--- src/sv/flmq_pkg.sv ---
package flmq_pkg;

  localparam int MSG_W      = 32;  // message port width
  localparam int CNT_W      = 5;   // count, depth and high-water width
  localparam int OP_W       = 2;
  localparam int ST_W       = 2;
  localparam int CFG_IDX_W  = 2;
  localparam int CFG_DATA_W = 5;   // widest register is the depth register

  // operation codes
  localparam logic [OP_W-1:0] OP_ENQ = 2'd0;
  localparam logic [OP_W-1:0] OP_DEQ = 2'd1;
  localparam logic [OP_W-1:0] OP_CLR = 2'd2;

  // result status codes
  localparam logic [ST_W-1:0] ST_OK        = 2'd0;
  localparam logic [ST_W-1:0] ST_DISCARDED = 2'd1;
  localparam logic [ST_W-1:0] ST_FULL      = 2'd2;
  localparam logic [ST_W-1:0] ST_EMPTY     = 2'd3;

  // register indexes
  localparam logic [CFG_IDX_W-1:0] CFG_ORDER  = 2'd0;
  localparam logic [CFG_IDX_W-1:0] CFG_POLICY = 2'd1;
  localparam logic [CFG_IDX_W-1:0] CFG_DEPTH  = 2'd2;

  localparam logic [CNT_W-1:0] DEPTH_RESET = 5'd16;

  // controller to datapath commands
  typedef struct packed {
    logic load_in;   // capture input item
    logic exec;      // run the operation on the ring
    logic load_out;  // move result into the output register
  } ctl_cmd_t;

endpackage

--- src/sv/fifo_lifo_message_queue.sv ---
// channel | signals                          | dir | notes
// in      | in_valid/in_ready, in_operation, | in  | enqueue, dequeue or clear
//         | in_message_in                    |     |
// out     | out_valid/out_ready, out_status, | out | one result per item
//         | out_message_out, out_queue_count,|     |
//         | out_high_water                   |     |
// cfg     | cfg_we, cfg_index, cfg_data      | in  | write only, no wait
//
// An item goes through three steps: capture, ring access, result load. The
// next item is taken the cycle after its predecessor's result is loaded, so
// none is taken while one is in flight; the registered read of the ring store
// sets this. A stalled output holds the result load until the register frees.
// Reset (rst_n low, synchronous) empties the queue, clears the high-water mark
// and restores the registers; the ring store itself is not cleared.
module fifo_lifo_message_queue #(
  parameter int MAX_DEPTH    = 16,
  parameter int MESSAGE_BITS = 32
) (
  input  logic                                clk,
  input  logic                                rst_n,
  input  logic                                cfg_we,
  input  logic [flmq_pkg::CFG_IDX_W-1:0]      cfg_index,
  input  logic [flmq_pkg::CFG_DATA_W-1:0]     cfg_data,
  input  logic                                in_valid,
  output logic                                in_ready,
  input  logic [flmq_pkg::OP_W-1:0]           in_operation,
  input  logic [flmq_pkg::MSG_W-1:0]          in_message_in,
  output logic                                out_valid,
  input  logic                                out_ready,
  output logic [flmq_pkg::ST_W-1:0]           out_status,
  output logic [flmq_pkg::MSG_W-1:0]          out_message_out,
  output logic [flmq_pkg::CNT_W-1:0]          out_queue_count,
  output logic [flmq_pkg::CNT_W-1:0]          out_high_water
);
  import flmq_pkg::*;

  ctl_cmd_t cmd;

  // sequencer: idle -> ring access -> result load
  flmq_ctrl u_ctrl (
    .clk       (clk),
    .rst_n     (rst_n),
    .in_valid  (in_valid),
    .in_ready  (in_ready),
    .out_valid (out_valid),
    .out_ready (out_ready),
    .cmd       (cmd)
  );

  // ring store, pointers, counts, config and output register
  flmq_dpath #(
    .MAX_DEPTH    (MAX_DEPTH),
    .MESSAGE_BITS (MESSAGE_BITS)
  ) u_dpath (
    .clk             (clk),
    .rst_n           (rst_n),
    .cfg_we          (cfg_we),
    .cfg_index       (cfg_index),
    .cfg_data        (cfg_data),
    .in_operation    (in_operation),
    .in_message_in   (in_message_in),
    .cmd             (cmd),
    .out_status      (out_status),
    .out_message_out (out_message_out),
    .out_queue_count (out_queue_count),
    .out_high_water  (out_high_water)
  );

`ifndef SYNTHESIS
  // one item in flight: no accept in the cycle after an accept
  a_one_item: assert property (@(posedge clk) disable iff (!rst_n)
    (in_valid && in_ready) |=> !in_ready)
    else $error("item accepted while another is in flight");

  // a loaded result shows up at the port
  a_load_shows: assert property (@(posedge clk) disable iff (!rst_n)
    cmd.load_out |=> out_valid)
    else $error("result loaded but not presented");

  // an empty report carries no word and no count
  a_empty_res: assert property (@(posedge clk) disable iff (!rst_n)
    (out_valid && out_status == ST_EMPTY) |->
      (out_queue_count == '0 && out_message_out == '0))
    else $error("empty result with data or count");

  // count never exceeds the ring
  a_count_cap: assert property (@(posedge clk) disable iff (!rst_n)
    out_valid |-> (int'(out_queue_count) <= MAX_DEPTH))
    else $error("queue count beyond ring depth");
`endif

endmodule

--- src/sv/flmq_ctrl.sv ---
module flmq_ctrl (
  input  logic               clk,
  input  logic               rst_n,
  input  logic               in_valid,
  output logic               in_ready,
  output logic               out_valid,
  input  logic               out_ready,
  output flmq_pkg::ctl_cmd_t cmd
);
  import flmq_pkg::*;

  typedef enum logic [2:0] {
    S_IDLE = 3'b001,
    S_EXEC = 3'b010,
    S_LOAD = 3'b100
  } state_t;

  state_t state_r, state_nxt;
  logic   out_valid_r, out_valid_nxt;
  logic   slot_free;

  assign slot_free = !out_valid_r || out_ready;

  always_comb begin
    state_nxt    = state_r;
    cmd          = '0;
    unique case (state_r)
      S_IDLE: begin
        if (in_valid) begin
          cmd.load_in = 1'b1;
          state_nxt   = S_EXEC;
        end
      end
      S_EXEC: begin
        cmd.exec  = 1'b1;
        state_nxt = S_LOAD;
      end
      S_LOAD: begin
        if (slot_free) begin
          cmd.load_out = 1'b1;
          state_nxt    = S_IDLE;
        end
      end
      default: begin
        state_nxt = S_IDLE;
      end
    endcase
  end

  always_comb begin
    priority if (cmd.load_out) begin
      out_valid_nxt = 1'b1;
    end else if (out_ready) begin
      out_valid_nxt = 1'b0;
    end else begin
      out_valid_nxt = out_valid_r;
    end
  end

  always_ff @(posedge clk) begin
    if (!rst_n) begin
      state_r     <= S_IDLE;
      out_valid_r <= 1'b0;
    end else begin
      state_r     <= state_nxt;
      out_valid_r <= out_valid_nxt;
    end
  end

  assign in_ready  = (state_r == S_IDLE);
  assign out_valid = out_valid_r;

endmodule

--- src/sv/flmq_dpath.sv ---
module flmq_dpath #(
  parameter int MAX_DEPTH    = 16,
  parameter int MESSAGE_BITS = 32
) (
  input  logic                                clk,
  input  logic                                rst_n,
  input  logic                                cfg_we,
  input  logic [flmq_pkg::CFG_IDX_W-1:0]      cfg_index,
  input  logic [flmq_pkg::CFG_DATA_W-1:0]     cfg_data,
  input  logic [flmq_pkg::OP_W-1:0]           in_operation,
  input  logic [flmq_pkg::MSG_W-1:0]          in_message_in,
  input  flmq_pkg::ctl_cmd_t                  cmd,
  output logic [flmq_pkg::ST_W-1:0]           out_status,
  output logic [flmq_pkg::MSG_W-1:0]          out_message_out,
  output logic [flmq_pkg::CNT_W-1:0]          out_queue_count,
  output logic [flmq_pkg::CNT_W-1:0]          out_high_water
);
  import flmq_pkg::*;

  // only the low 32 bits of a word ever reach the ports
  localparam int STORE_W = (MESSAGE_BITS < MSG_W) ? MESSAGE_BITS : MSG_W;
  localparam int IDX_W   = (MAX_DEPTH > 1) ? $clog2(MAX_DEPTH) : 1;
  localparam int SUM_W   = ((IDX_W > CNT_W) ? IDX_W : CNT_W) + 1;
  localparam int DEP_CAP = (MAX_DEPTH < 31) ? MAX_DEPTH : 31;
  localparam logic [SUM_W-1:0] DEPTH_C   = SUM_W'(MAX_DEPTH);
  localparam logic [CNT_W-1:0] DEP_CAP_C = CNT_W'(DEP_CAP);

  // slot sum stays below twice the depth: one compare and subtract
  function automatic logic [IDX_W-1:0] wrap_slot(input logic [IDX_W-1:0] base,
                                                 input logic [CNT_W-1:0] offs);
    logic [SUM_W-1:0] s;
    s = SUM_W'(base) + SUM_W'(offs);
    if (s >= DEPTH_C) s = s - DEPTH_C;
    return s[IDX_W-1:0];
  endfunction

  logic [STORE_W-1:0] ring_mem [MAX_DEPTH];

  logic               order_r, policy_r;
  logic [CNT_W-1:0]   depth_r;
  logic [IDX_W-1:0]   head_r, head_nxt;
  logic [CNT_W-1:0]   count_r, count_nxt;
  logic [CNT_W-1:0]   peak_r, peak_nxt;
  logic [OP_W-1:0]    op_r;
  logic [STORE_W-1:0] msg_r;
  logic [ST_W-1:0]    res_status_r, res_status_nxt;
  logic               has_msg_r, has_msg_nxt;
  logic [STORE_W-1:0] rd_data_r;

  logic               wr_en, rd_en;
  logic [IDX_W-1:0]   wr_addr, rd_addr;
  logic [CNT_W-1:0]   eff_depth;
  logic               full;
  logic [IDX_W-1:0]   head_base;
  logic [CNT_W-1:0]   cnt_base;

  logic [ST_W-1:0]    out_status_r;
  logic [MSG_W-1:0]   out_msg_r;
  logic [CNT_W-1:0]   out_count_r, out_hw_r;

  always_comb begin
    if (depth_r == '0) begin
      eff_depth = CNT_W'(1);
    end else if (depth_r > DEP_CAP_C) begin
      eff_depth = DEP_CAP_C;
    end else begin
      eff_depth = depth_r;
    end
  end

  assign full = (count_r >= eff_depth);

  always_comb begin
    head_nxt       = head_r;
    count_nxt      = count_r;
    peak_nxt       = peak_r;
    res_status_nxt = ST_OK;
    has_msg_nxt    = 1'b0;
    wr_en          = 1'b0;
    rd_en          = 1'b0;
    wr_addr        = head_r;
    rd_addr        = head_r;
    head_base      = head_r;
    cnt_base       = count_r;
    if (cmd.exec) begin
      unique case (op_r)
        OP_ENQ: begin
          if (full && !policy_r) begin
            res_status_nxt = ST_FULL;
          end else begin
            if (full) begin
              head_base      = wrap_slot(head_r, CNT_W'(1));
              cnt_base       = count_r - CNT_W'(1);
              res_status_nxt = ST_DISCARDED;
            end
            wr_en     = 1'b1;
            wr_addr   = wrap_slot(head_base, cnt_base);
            head_nxt  = head_base;
            count_nxt = cnt_base + CNT_W'(1);
            if (count_nxt > peak_r) peak_nxt = count_nxt;
          end
        end
        OP_DEQ: begin
          if (count_r == '0) begin
            res_status_nxt = ST_EMPTY;
          end else begin
            rd_en       = 1'b1;
            has_msg_nxt = 1'b1;
            count_nxt   = count_r - CNT_W'(1);
            if (!order_r) begin
              rd_addr  = head_r;
              head_nxt = wrap_slot(head_r, CNT_W'(1));
            end else begin
              rd_addr = wrap_slot(head_r, count_r - CNT_W'(1));
            end
          end
        end
        OP_CLR: begin
          peak_nxt = '0;
        end
        default: begin
          // unused code: no change
        end
      endcase
    end
  end

  // ring store, single write and single registered read
  always_ff @(posedge clk) begin
    if (wr_en) ring_mem[wr_addr] <= msg_r;
    if (rd_en) rd_data_r <= ring_mem[rd_addr];
  end

  always_ff @(posedge clk) begin
    if (!rst_n) begin
      order_r  <= 1'b0;
      policy_r <= 1'b0;
      depth_r  <= DEPTH_RESET;
      head_r   <= '0;
      count_r  <= '0;
      peak_r   <= '0;
    end else begin
      if (cfg_we) begin
        unique case (cfg_index)
          CFG_ORDER:  order_r  <= cfg_data[0];
          CFG_POLICY: policy_r <= cfg_data[0];
          CFG_DEPTH:  depth_r  <= cfg_data;
          default: ;
        endcase
      end
      head_r  <= head_nxt;
      count_r <= count_nxt;
      peak_r  <= peak_nxt;
    end
  end

  always_ff @(posedge clk) begin
    if (cmd.load_in) begin
      op_r  <= in_operation;
      msg_r <= in_message_in[STORE_W-1:0];
    end
    if (cmd.exec) begin
      res_status_r <= res_status_nxt;
      has_msg_r    <= has_msg_nxt;
    end
    if (cmd.load_out) begin
      out_status_r <= res_status_r;
      out_msg_r    <= has_msg_r ? MSG_W'(rd_data_r) : '0;
      out_count_r  <= count_r;
      out_hw_r     <= peak_r;
    end
  end

  assign out_status      = out_status_r;
  assign out_message_out = out_msg_r;
  assign out_queue_count = out_count_r;
  assign out_high_water  = out_hw_r;

endmodule

--- config.mk ---
export PLATFORM = sky130hd
export DESIGN_NAME = fifo_lifo_message_queue
export DESIGN_NICKNAME = d
export VERILOG_FILES = /design/src/sv/flmq_pkg.sv /design/src/sv/fifo_lifo_message_queue.sv /design/src/sv/flmq_ctrl.sv /design/src/sv/flmq_dpath.sv
export SDC_FILE = /design/constraint.sdc
export NUM_CORES = 1
export LEC_CHECK = 0
export BUFFER_PORTS_ARGS = -buffer_cell sky130_fd_sc_hd__buf_2
export CAP_MARGIN = 20
export CORE_ASPECT_RATIO = 0.75
export CORE_MARGIN = 2
export CORE_UTILIZATION = 50
export CTS_CLUSTER_DIAMETER = 60
export CTS_CLUSTER_SIZE = 28
export DETAILED_ROUTE_END_ITERATION = 12
export PLACE_DENSITY = 0.65
export SETUP_SLACK_MARGIN = 0.15
export SYNTH_ARGS = -nofsm -noshare
export SYNTH_HDL_FRONTEND = slang
export SYNTH_SLANG_ARGS = --single-unit
--- constraint.sdc ---
create_clock -name clk -period 16 [get_ports clk]
set_input_delay 0.8 -clock clk [delete_from_list [all_inputs] [get_ports clk]]
set_output_delay 0.8 -clock clk [all_outputs]
set_load 0.03 [all_outputs]
======== Word-level counts from Yosys, hierarchy flattened ========
Memory sizes are Yosys's and may differ from the RTL's. A register that Yosys moved wholly into a read port is not among the register bits.
Cells that the tools add are included.
operators by class
  add/subtract/negate cells ............... 8
  $mul .................................... 0
  order comparisons ....................... 6
  reduce and logical (&&, ||, !) cells .... 18
  equality and inequality tests ........... 13
  shift operators ......................... 0
  multiplexer cells ....................... 52
  div/mod/pow operators ................... 0
  bitwise operators ....................... 0
operators by type and width
  operator               count
  $mux W4                17
  $mux W5                10
  $pmux W5 S2            2
  $mux W1                16
  $add A4 B5 Y6          2
  $ge A6 B5 Y1 const B   2
  $sub A4 B1 Y4 const B  3
  $logic_not A5 Y1       2
  $pmux W3 S3            1
  $ne A2 B2 Y1 const B   4
  $pmux W4 S2            1
  $reduce_and A2 Y1      4
  $reduce_and A4 Y1      2
  $mux W3                2
  $reduce_bool A2 Y1     3
  $add A4 B1 Y5 const B  1
  $add A5 B1 Y5 const B  1
  $ge A5 B5 Y1           1
  $ge A5 B5 Y1 const B   1
  $gt A5 B5 Y1           1
  $gt A5 B5 Y1 const B   1
  $reduce_and A5 Y1      1
  $sub A5 B1 Y5 const B  1
  $eq A2 B1 Y1 const B   2
  11 further kinds       16
storage, ports and cells
  register bits ........................... 106
  memories kept ........................... 1
  bits in writable memories ............... 512
  bits of input ports ..................... 46
  output and inout bits ................... 46
  bits in latches ......................... 0
  memory bits (read-only) ................. 0
memory list
  memory            depth  bits a word  read ports  clocked after memory_dff  wr ports  RTL line          source
  u_dpath.ring_mem  16     32           1           1                         1         flmq_dpath.sv:37  logic [STORE_W-1:0] ring_mem [MAX_DEPTH];

======== Logic depth before layout (Yosys ltp) ========
Gate-level depths: netlist of run 1.
  depth after elaboration ................. 14
  mapped depth ............................ 21
  depth with buffers taken out ............ 20

======== Hierarchy ========
From an unflattened synthesis of run 1, not the netlist that was laid out.
unflattened totals
  cell total of the unflattened synthesis .. 1805
  area total of the unflattened synthesis .. 28897.7 µm²
by module, submodules not included
  module      instances  area each (µm²)  cells an instance  sequential area each (µm²)
  flmq_dpath  1          28695.0          1785               19188.4
  flmq_ctrl   1          202.7            20                 80.1

======== Worst setup path after synthesis of run 1 ========
No wires, ideal clock.
  path type ............................... flip-flop to flip-flop
  start ................................... register u_dpath.count_r[0]
  end ..................................... memory u_dpath.ring_mem[1][0] (netlist name), enable pin
  arrival time ............................ 6.243 ns
  period minus slack after synthesis ...... 6.745 ns
  library setup time ...................... 0.501 ns
  stages on the path, launching flop included .. 16
  setup slack ............................. 9.255 ns
  cell sequence ........................... dfxtp_1 -> clkbuf_1 -> inv_1 -> ha_1 -> nor2b_1 -> o21ai_0 -> a211o_1 -> clkbuf_1 -> nand2_1 -> xnor2_1 -> ha_1 -> nand3_1 -> a211o_1 -> o31a_1 -> xnor2_1 -> nor4_1
between the ends
  cells in the longest elaborated chain, start to end .. 11
  elaborated cells between the ends (all ways) .. 23
  those cells by class .................... add/sub: 3; order compare: 2; mux: 17; reduce/logical: 1
ends and longest elaborated chain
  item                                           RTL line                            source
  start, declared                                flmq_dpath.sv:42                    logic [CNT_W-1:0] count_r, count_nxt;
  start signal, assigned                         flmq_dpath.sv:152                   count_r <= count_nxt;
  $sub A5 B1 Y5 or $ge A5 B5 Y1 (tied branches)  flmq_dpath.sv:93, flmq_dpath.sv:71
  $mux W5 or $mux W4 (tied branches)             flmq_dpath.sv:91                    if (full) begin
  $mux W5 or $mux W4 (tied branches)             flmq_dpath.sv:88                    if (full && !policy_r) begin
  $mux W5 or $mux W4 (tied branches)             flmq_dpath.sv:86                    unique case (op_r)
  $mux W5 or $mux W4 (tied branches)             flmq_dpath.sv:85                    if (cmd.exec) begin
  $add A4 B5 Y6                                  flmq_dpath.sv:32                    s = SUM_W'(base) + SUM_W'(offs);
  $ge A6 B5 Y1 or $sub A4 B1 Y4 (tied branches)  flmq_dpath.sv:33                    if (s >= DEPTH_C) s = s - DEPTH_C;
  $mux W4                                        flmq_dpath.sv:33
  $mux W4                                        flmq_dpath.sv:88
  $mux W4                                        flmq_dpath.sv:86
  $mux W4                                        flmq_dpath.sv:85
  end, declared                                  flmq_dpath.sv:37
Parallel ways exist; a longest one is shown, timed or not. The select of a mux whose other input is x is not followed.

======== Final worst setup path of run 1 ========
  start ................................... register u_dpath.count_r[0]
  end ..................................... memory u_dpath.ring_mem[2][5] (netlist name), enable pin
Same word-level chain as after synthesis.

==> summary.txt, run 1 <==
Result of the run: finished, final reports clean
Post-Route M1 WL: 26710 um
Drt first pass iters: 5
Unrepaired setup endpoints after global routing: false
CP required: 16.23 ns
Top FF cell, synth: edfxtp_1
LEAKAGE: 9.435 nW
ANT nets after route: 0
Async SR Flop Fraction: 0%
Most frequent cells in the layout: edfxtp_1, nand2_1, nand3_1, buf_2, mux2i_1
CTS tree: built
Max clock buf depth: 3
Drt total wl: 57080 um
PortBufs: 91
Initial antenna violation count: 0
Crit path kind: reg2reg
Mapped Area: 25240 um2
Slew headroom: 20.97%
Top cells by area, synth: edfxtp_1, nand2_1, nand3_1, dfxtp_1, mux2i_1
Final nets: 1873
CP Capture Type: flop
Largest net degree at the start of global routing: 203
Cell taking the most area after synthesis: edfxtp_1
Setup violators final: 0
Gr ovfl total: 0
Via count: 14.46k
Detailed placement HPWL: 29840 um
# hold bufs at CTS: 0
Syn avg cell area: 14.55 um2
Slowest CP cell: nor3_2
Layout area overhead: 10.05%
EDFF count, synth: 625
Fin. Hold Viols: 0
Hold_sp: in_message_in[17]
Fin. max-slew vios: 0
Synthesis-stage register bit count: 650
Tot GR Track Use: 21.89%
Cell family with most CP delay: compound AO/OA/AOI/OAI gates
CTS buffer count: 35
Final Util: 55.54%
Startpoint Class: flop
Worst Path Buf+Inv: 2
Critical path cell sequence: inv_1 -> ha_1 -> nor2b_1 -> o21ai_0 -> a211o_1 -> nand2_1 -> xnor2_1 -> ha_1 -> o21ai_0 -> a211oi_1 -> o31a_1 -> xnor2_1 -> nor3_2 -> buf_4
Post-synth cell types: 58
Hold Slack: 0.3830 ns
Initial core utilization: 50.46%
Synth warnings: 0
Leading cell type in the layout, fill and taps excluded: edfxtp_1
Top sig layer: met4
Core area: 50010 um2
Metal2 WL: 25530 um
Syn Nets: 1800
# H-tree levels: 2
Worst-Margin Slew: 1.186 ns
Setup TNS: 0 ns
I/O pin count: 92
Gate Count Post-Synth: 1735
Die Wd: 263.4 um
First-pass GRT wire length: 85430 um
Clk_skew: 0.02290 ns
Final Critical Period: 5.218 ns
Crit Path Max Fanout: 24
Seq/Total Area, Yosys: 76.34%
CP startpoint: u_dpath.count_r[0]$_SDFFE_PN0P_
Routability congestion estimate from global placement: 0.8273
CTS Sinks: 650
RR Startpoint: u_dpath.count_r[0]$_SDFFE_PN0P_
Wire per inst: 22.95 um
DRC: 0
Die ar.: 52310 um2
Reg clk slew, reported paths: 0.10 ns
DRT iter0 DRCs: 1700
Worst path max stage delay: 0.83 ns
Final worst path period share: 32.62%
Top cell type's share of synthesized area: 74.36%
Met3 WL: 3742 um
VDD IR max: 0.07769 mV
Vias in the first global route: 13.86k
Post-CTS setup buffer count: 0
Clk Latency, worst-skew pair: 0.59 ns
CTS Root Cell: clkbuf_16
Fmax: 0.1916 GHz
Hold/Removal Path Class: in2reg
Drt via density: 5.813
Diode count: 0
Arrival time at the worst endpoint: 5.44 ns
Post-CTS resize count: 0
Die Y: 198.6 um
Layout cell share with drive strength beyond 1: 12.24%
Site Rows: 71
Number of max-cap violations: 0
PwrDens: 107.6 nW/um2
[path summary, 6_finish.rpt]
kind                                 endpoint  slack (ns)  cells after the start
max          u_dpath.ring_mem[2][5]$_DFFE_PP_       10.78                     14
min               u_dpath.msg_r[17]$_DFFE_PP_        0.38                      1
min reg2reg   u_dpath.out_status[0]$_DFFE_PP_        0.42                      0
max reg2reg  u_dpath.ring_mem[2][5]$_DFFE_PP_       10.78                     14
[cell families (layout without fill, tap and decap cells)]
| family | after synthesis | after routing | share of synthesized area, % |
|---|---|---|---|
| XOR/XNOR | 23 | 23 | 0.8279 |
| AO/OA/AOI/OAI | 182 | 182 | 5.448 |
| AND/OR/NAND/NOR | 702 | 702 | 12.49 |
| multiplexers | 50 | 50 | 2.013 |
| buffers and inverters | 109 | 204 | 1.904 |
| adder cells (fa/ha/maj) | 19 | 19 | 0.9717 |
| flip-flops | 650 | 650 | 76.34 |
[flip-flops by register name, summed over array words and instances, names as in the netlist, 32 cells and up]
register and count:
u_dpath.msg_r 32, u_dpath.ring_mem 512, u_dpath.rd_data_r 32, u_dpath.out_message_out 32
[power breakdown]
| part | switching (mW) | internal, mW | total [mW] |
|---|---|---|---|
| sequential | 0.0240 | 1.87 | 1.90 |
| clock | 0.571 | 0.483 | 1.05 |
| combinational | 0.0249 | 0.0135 | 0.0384 |
| total | 0.620 | 2.37 | 2.99 |
[per-layer routing]
| metal | track usage (%) | vias up |
|---|---|---|
| met2 | 33.84 | 481 |
| met3 | 2.971 | 73 |
| li1 | - | 6645 |
| met4 | 5.630 | 0 |
| met5 | 0 | - |
| met1 | 33.04 | 7258 |
[cell usage after synthesis (3+ instances only)]
library cell,count
mux2i_1,46
buf_2,48
or3b_2,3
and2_1,35
mux2_2,3
o22ai_1,35
a31oi_1,3
or3_1,3
buf_1,8
inv_1,15
xor2_1,6
clkbuf_1,34
dfxtp_1,25
edfxtp_1,625
nor2_1,34
a211oi_1,4
nor3_1,17
nand3b_1,3
nand2b_1,32
o2111ai_1,26
a211o_1,3
a21oi_1,20
nor2b_1,4
nor4_1,5
o21ai_0,12
ha_1,18
a22oi_1,3
nand2_1,372
a32oi_1,34
xnor2_1,16
o221ai_1,26
nand3_1,182
[through the flow]
stage               area [um2]  setup slack (ns)  total power [mW]  std cells
floorplan                25240             9.255             1.948       1735
global placement         26550             11.02             1.972       2428
detailed placement       26550             10.76             1.975       2428
CTS                      27780             10.72             3.011       2487
global route             27780             10.30             3.077       2487
finish                   27780             10.78             2.989       2487
[final cells by class]
class	count	area [um2]
clock buffer	41	940.9
clock inverter	18	280.3
fill	4068	22240
inverter	16	60.06
multi-input combinational	976	5650
sequential	650	19270
tap	657	822.0
timing repair buffer	129	753.2
Note: power is estimated with default switching activity, not from simulation.
==> inputs of run 2 (changes only) <==
- ABC_AREA: not set -> 1
- PLACE_DENSITY: 0.65 -> 0.67
- clock period: 16 -> 4.24 ns (I/O delays scaled with it)
==> run 2 against run 1 <==
Setup slack got worse by 10 ns. Die area is 9.2% higher. Clock skew is 0.025 ns higher. Critical endpoint is now u_dpath.peak_r[2]$_SDFFE_PN0P_. Largest cell class unchanged. Highest routed layer unchanged.
==> summary.txt, run 2 <==
Seq/Total Area, Yosys: 69.83%
Max clock buf depth: 3
Result of the run: finished, final reports clean
ANT nets after route: 0
Hold_sp: cfg_we
CTS tree: built
Arrival time at the worst endpoint: 4.12 ns
Top reg by flops: u_dpath.ring_mem
Synth warnings: 0
Final nets: 2728
Drt total wl: 60940 um
Cell-internal power: 9.178 mW
Met2 usage: 34.53%
CP required: 4.68 ns
Syn Nets: 2605
Diode count: 0
Gate Count Post-Synth: 2540
Tot GR Track Use: 21.51%
Hold Slack: 0.2186 ns
Setup TNS: 0 ns
Worst-Margin Slew: 0.9431 ns
Clock power share: 35.6%
Reg power frac: 61.8%
I/O pin count: 92
Synthesis-stage register bit count: 650
Cell taking the most area after synthesis: edfxtp_1
Met1 Use GR: 31.27%
Clk_skew: 0.04808 ns
Combinational Power Share: 2.6%
CTS Sinks: 650
Final Total Pwr: 11.69 mW
Final Critical Period: 3.674 ns
CP Capture Type: flop
Top-count cell post-synth: nand2_1
Crit Path Max Fanout: 8
Vias in the first global route: 16.81k
Fin. Hold Viols: 0
Top cell type's share of synthesized area: 68.01%
VDD IR max: 0.3385 mV
Most common library cells after synthesis: nand2_1, edfxtp_1, inv_1
EDFF count, synth: 625
Die Wd: 275.3 um
Via count: 17.55k
CTS Root Cell: clkbuf_16
Core area: 54530 um2
Initial core utilization: 50.60%
PwrDens: 377.0 nW/um2
CTS buffer count: 37
Most frequent cells in the layout: nand2_1, edfxtp_1, inv_1, nand3_1, buf_2
Routability congestion estimate from global placement: 0.8499
CP startpoint: u_dpath.depth_r[0]$_SDFFE_PN0P_
Layer with the highest usage: met2
Slew headroom: 37.12%
Gr ovfl total: 0
Site Rows: 74
Layout cell share with drive strength beyond 1: 9.460%
First-pass GRT wire length: 94770 um
Wire per inst: 17.89 um
DRT iter0 DRCs: 1460
Psw: 2.512 mW
Startpoint Class: flop
Layout area overhead: 12.37%
Initial antenna violation count: 0
PortBufs: 91
Post-synth cell types: 40
Largest net degree at the start of global routing: 129
Unrepaired setup endpoints after global routing: false
Die ar.: 57100 um2
Setup violators final: 0
Crit path kind: reg2reg
Clk Latency, worst-skew pair: 0.60 ns
Leading cell type in the layout, fill and taps excluded: nand2_1
Syn avg cell area: 10.86 um2
Fin. max-slew vios: 0
Max reg flops: 512
Number of max-cap violations: 0
LEAKAGE: 13.03 nW
Die Y: 207.4 um
Final worst path period share: 86.65%
Hold/Removal Path Class: in2reg
Net switching share of the total power: 21.49%
Fmax: 0.2722 GHz
RR Startpoint: u_dpath.depth_r[0]$_SDFFE_PN0P_
Top cells by area, synth: edfxtp_1, nand2_1, nand3_1, inv_1, dfxtp_1
Reg clk slew, reported paths: 0.08 ns
Drt first pass iters: 5
Detailed placement HPWL: 35480 um
Mapped Area: 27590 um2
DRC: 0
Async SR Flop Fraction: 0%
Top FF cell, synth: edfxtp_1
# H-tree levels: 2
Drt via density: 5.151
M3 GR Usage: 2.487%
==> run 2: cell count changes in the layout (fill, tap and decap cells not counted), moves of 32 or more <==
cell           previous run  this run
inv_1                    15       497
nand2_1                 370       685
nand3_1                 182       403
dlygate4sd3_1             0        47
mux2i_1                  45         0
and2_1                   35         0
a32oi_1                  34         0
o22ai_1                  35         2
nand2b_1                 32         0
==> run 2: layout make-up <==
cell class              instances  area [um2]
fillers                      4486       23530
flip-flops and latches        650       19270
multi-input cells            1279        6113
inverters                     504        1897
repair buffers                191        1524
clock buffers                  39       975.9
well taps                     722       903.4
clock inverters                22       325.3
==> run 2: metal layers <==
layer / part of all wire [%] / vias to the layer above
met5: 0 / -
met4: 2.4 / 0
met3: 6.2 / 87
met2: 46 / 548
met1: 45 / 8384
li1: - / 8529
==> run 2: kinds of logic (layout without fill, tap and decap cells) <==
family / count (synthesis) / after routing / share of synthesized area (%)
AOI/OAI and AO/OA: 84 / 84 / 1.909
xor gates and xnor gates: 10 / 10 / 0.3446
adders and majority gates: 19 / 19 / 0.8887
buffers and inverters: 612 / 756 / 8.846
DFF: 650 / 650 / 69.83
and+or+nand+nor: 1165 / 1166 / 18.18
==> run 2: final timing paths <==
path	end	slack [ns]	cells after the start
worst max-delay path	u_dpath.peak_r[2]$_SDFFE_PN0P_	0.57	23
worst min-delay path	u_dpath.depth_r[0]$_SDFFE_PN0P_	0.22	5
worst max register to register	u_dpath.peak_r[2]$_SDFFE_PN0P_	0.57	23
worst min register to register	u_dpath.out_status[0]$_DFFE_PP_	0.43	0
==> run 2: repair_timing <==
item / in CTS / in global routing
setup endpoints to repair: 0 / 60
hold buffers: 47 / 0
resized for setup: 0 / 5
endpoints found under the hold margin: 47 / 0
setup buffers: 0 / 7
==> run 2: through the flow <==
| step | cell area, um2 | instances | util (%) | setup WS, ns |
|---|---|---|---|---|
| 6_report | 31010 | 3407 | 56.86 | 0.5661 |
| 5_1_grt | 31010 | 3407 | 56.86 | 0.1363 |
| 4_1_cts | 30920 | 3399 | 56.70 | 0.2659 |
| 3_5_place_dp | 29150 | 3291 | 53.45 | 0.2984 |
| 3_3_place_gp | 29150 | 3291 | 53.45 | 0.4422 |
| 2_1_floorplan | 27610 | 2540 | - | 0.0003770 |
==> run 2: critical path, stage by stage, from the launching register on <==
cell,delay (ns)
dfxtp_1,0.33
nor2_1,0.11
nand2_1,0.07
nand2_1,0.06
nand2_1,0.05
ha_1,0.27
nand2_1,0.07
nor2_1,0.14
nand2_2,0.15
nand3_4,0.17
nand2_1,0.12
nand2_1,0.14
ha_1,0.20
nand3_1,0.13
xnor2_2,0.18
ha_1,0.32
nand2_1,0.08
nor3_1,0.18
o22ai_1,0.11
nand2_1,0.07
nand4_1,0.17
buf_4,0.21
a22oi_1,0.18
nor2_1,0.05
==> run 2: power by group through the flow <==
stage	logic, mW	clock network, mW	registers (mW)
finish	0.302	4.16	7.23
global route	0.339	4.48	7.24
CTS	0.293	4.27	7.23
detailed placement	0.259	0	7.37
global placement	0.255	0	7.37
floorplan	0.165	0	7.31
==> inputs of run 3 (changes only) <==
- PLACE_DENSITY: 0.67 -> 0.64
- SYNTH_HIERARCHICAL: not set -> 1
- clock period: 4.24 -> 3.5 ns (I/O delays scaled with it)
==> run 3 against run 2 <==
The flow now finishes with violations (negative setup slack). Final cell count is 7.2% higher. Sequential cell count stayed put. Synthesized cell count is 3.1% higher. Non-clock buffer count is 163 higher. Sequential share of layout area is 6.3 points lower. Worst hold slack worse by 0.11 ns. Clock skew is 0.0091 ns lower. Die area is 0.85% higher. Register-to-register slack worse by 0.66 ns. Design area is 11% higher. Critical endpoint is now u_dpath/ring_mem[9][11]$_DFFE_PP_. Largest cell class unchanged.
==> summary.txt, run 3 <==
Result of the run: finished with violations
Failing checks: negative setup slack
Top-count cell post-synth: nand2_1
Startpoint Class: flop
DRC: 0
VDD IR max: 0.4137 mV
PortBufs: 91
CTS tree: built
Async SR Flop Fraction: 0%
Clk_skew: 0.03896 ns
Top cells by area, synth: edfxtp_1, nand2_1, nand3_1, inv_1, dfxtp_1
EDFF count, synth: 625
Final worst path period share: 102.8%
Leading cell type in the layout, fill and taps excluded: nand2_1
# H-tree levels: 2
Worst path max stage delay: 0.34 ns
DRT iter0 DRCs: 2267
Mapped Area: 27830 um2
Max clock buf depth: 3
Layout cell share with drive strength beyond 1: 16.11%
Max reg flops: 512
Worst-Margin Slew: 0.8632 ns
Top FF cell, synth: edfxtp_1
Placement Cell Area: 30040 um2
Drt first pass iters: 6
Worst Slack Setup Final: -0.09633 ns
Fin. Hold Viols: 0
Final std cells w/o fill: 3652
Largest net degree at the start of global routing: 90
ANT nets after route: 0
Crit path kind: reg2reg
Initial core utilization: 50.86%
Crit Path Max Fanout: 7
Syn avg cell area: 10.62 um2
Reg clk slew, reported paths: 0.10 ns
Fin. max-slew vios: 0
Final nets: 2969
Fin area: 34500 um2
Detailed placement HPWL: 40330 um
Routability congestion estimate from global placement: 0.8818
Top reg by flops: u_dpath/ring_mem
CP Capture Type: flop
CTS Root Cell: clkbuf_16
Most frequent cells in the layout: nand2_1, edfxtp_1, inv_1, nand3_1, buf_2
Site Rows: 74
Wire per inst: 20.57 um
Drt via density: 5.309
Setup violators final: 254
Number of max-cap violations: 0
Most common library cells after synthesis: nand2_1, edfxtp_1, inv_1
Die Y: 208.3 um
Core area: 54720 um2
Gr ovfl total: 0
Final Critical Period: 3.596 ns
Drt total wl: 75110 um
Layout area overhead: 23.96%
First-pass GRT wire length: 105500 um
Cell family with most CP delay: buffers and inverters
Clk Latency, worst-skew pair: 0.61 ns
Syn Nets: 2687
Top cell type's share of synthesized area: 67.43%
Synthesis-stage register bit count: 650
Multi-input logic area: 6499 um2
Slew headroom: 42.45%
Fmax: 0.2781 GHz
Diode count: 0
Die Wd: 276.4 um
Seq/Total Area, Yosys: 69.23%
Slowest CP cell: dfxtp_2
Via count: 19.39k
Post-synth cell types: 33
Die ar.: 57590 um2
Gate Count Post-Synth: 2620
PwrDens: 418.7 nW/um2
Post-Place Cells: 3416
Synth warnings: 6
FF+latch area: 19270 um2
Setup TNS: -11.26 ns
Arrival time at the worst endpoint: 3.91 ns
Initial antenna violation count: 0
CTS Sinks: 650
CP required: 3.82 ns
LEAKAGE: 14.60 nW
Tot GR Track Use: 23.86%
Unrepaired setup endpoints after global routing: true
Fill cells: 4208
Critical path cell sequence: inv_2 -> nand4_1 -> nand2_1 -> nand2_2 -> ha_4 -> nand2_2 -> nor2_2 -> nand2_2 -> nand3_4 -> buf_6 -> nand2_1 -> o21ai_1 -> ha_4 -> buf_4 -> xor2_2 -> o21ai_2 -> buf_6 -> inv_8 -> nand3_4 -> buf_6 -> nor2_4 -> buf_12 -> clkbuf_16
Vias in the first global route: 17.97k
Hold/Removal Path Class: in2reg
Cell taking the most area after synthesis: edfxtp_1
CTS buffer count: 37
Worst Path Buf+Inv: 8
I/O pin count: 92
run 3: worst paths after layout:
check	end	depth (start not counted)	from	slack, ns
max	u_dpath/ring_mem[9][11]$_DFFE_PP_	23	u_dpath/depth_r[3]$_SDFFE_PN0P_	-0.1
min	u_dpath/depth_r[1]$_SDFFE_PN0P_	4	cfg_index[0]	0.10
max reg2reg	u_dpath/ring_mem[9][11]$_DFFE_PP_	23	u_dpath/depth_r[3]$_SDFFE_PN0P_	-0.1
min reg2reg	u_dpath/out_status[1]$_DFFE_PP_	0	u_dpath/res_status_r[1]$_DFFE_PP_	0.43
run 3: area by class of cell:
| type | count | area share [%] |
|---|---|---|
| sequential | 650 | 55.86 |
| multi-input combinational | 1316 | 18.84 |
| clock inverter | 24 | 0.9901 |
| inverter | 543 | 5.944 |
| tap | 722 | 2.618 |
| timing repair buffer | 354 | 12.88 |
| clock buffer | 43 | 2.872 |
run 3: report_power, final:
group / internal, mW / total [mW] / switching, mW / leakage, nW
logic: 0.208 / 0.495 / 0.287 / 8.11
clock network: 2.42 / 5.17 / 2.76 / 0.646
registers: 8.60 / 8.78 / 0.173 / 5.85
run 3: routing by layer:
metal  vias up  GRT usage, %  share of wire (%)
li1       9057             -                  -
met1      9457         34.78                 44
met2       778         38.84                 46
met3        97         2.673                7.4
met4         0         5.370                1.8
met5         -             0                  0
run 3: worst min-delay path: cells and delay by family:
family	cells	cell delay [ns]
AO/OA/AOI/OAI	1	0.09
AND/OR/NAND/NOR	1	0.09
buffers and inverters	2	0.29
run 3: per-stage QoR:
| step | hold slack, ns | setup WS [ns] | util [%] | power [mW] |
|---|---|---|---|---|
| 2_1_floorplan | 0.2591 | 0.08467 | - | 9.080 |
| 3_3_place_gp | 0.3513 | -0.01933 | 54.90 | 9.318 |
| 3_5_place_dp | 0.3531 | -0.08310 | 54.90 | 9.326 |
| 5_1_grt | 0.1715 | -0.2304 | 63.05 | 14.86 |
| 6_report | 0.1037 | -0.09633 | 63.05 | 14.45 |
| 4_1_cts | 0.05046 | 0.03816 | 60.24 | 14.50 |
run 3: repair_timing:
action,CTS,global route
gates cloned,13,41
endpoints found under the hold margin,52,0
buffers inserted,38,24
pin swaps,29,42
setup endpoints to repair,517,517
hold buffers,53,0
gates resized for setup,75,84
run 3: cells by family (layout without fill, tap and decap cells):
family	after synthesis	after routing	share of synthesized area (%)
AO/OA/AOI/OAI	55	55	1.083
XOR/XNOR	7	7	0.2203
adder cells (fa/ha/maj)	21	21	0.9980
buffers and inverters	654	964	9.495
flip-flops	650	650	69.23
AND/OR/NAND/NOR	1233	1233	18.97
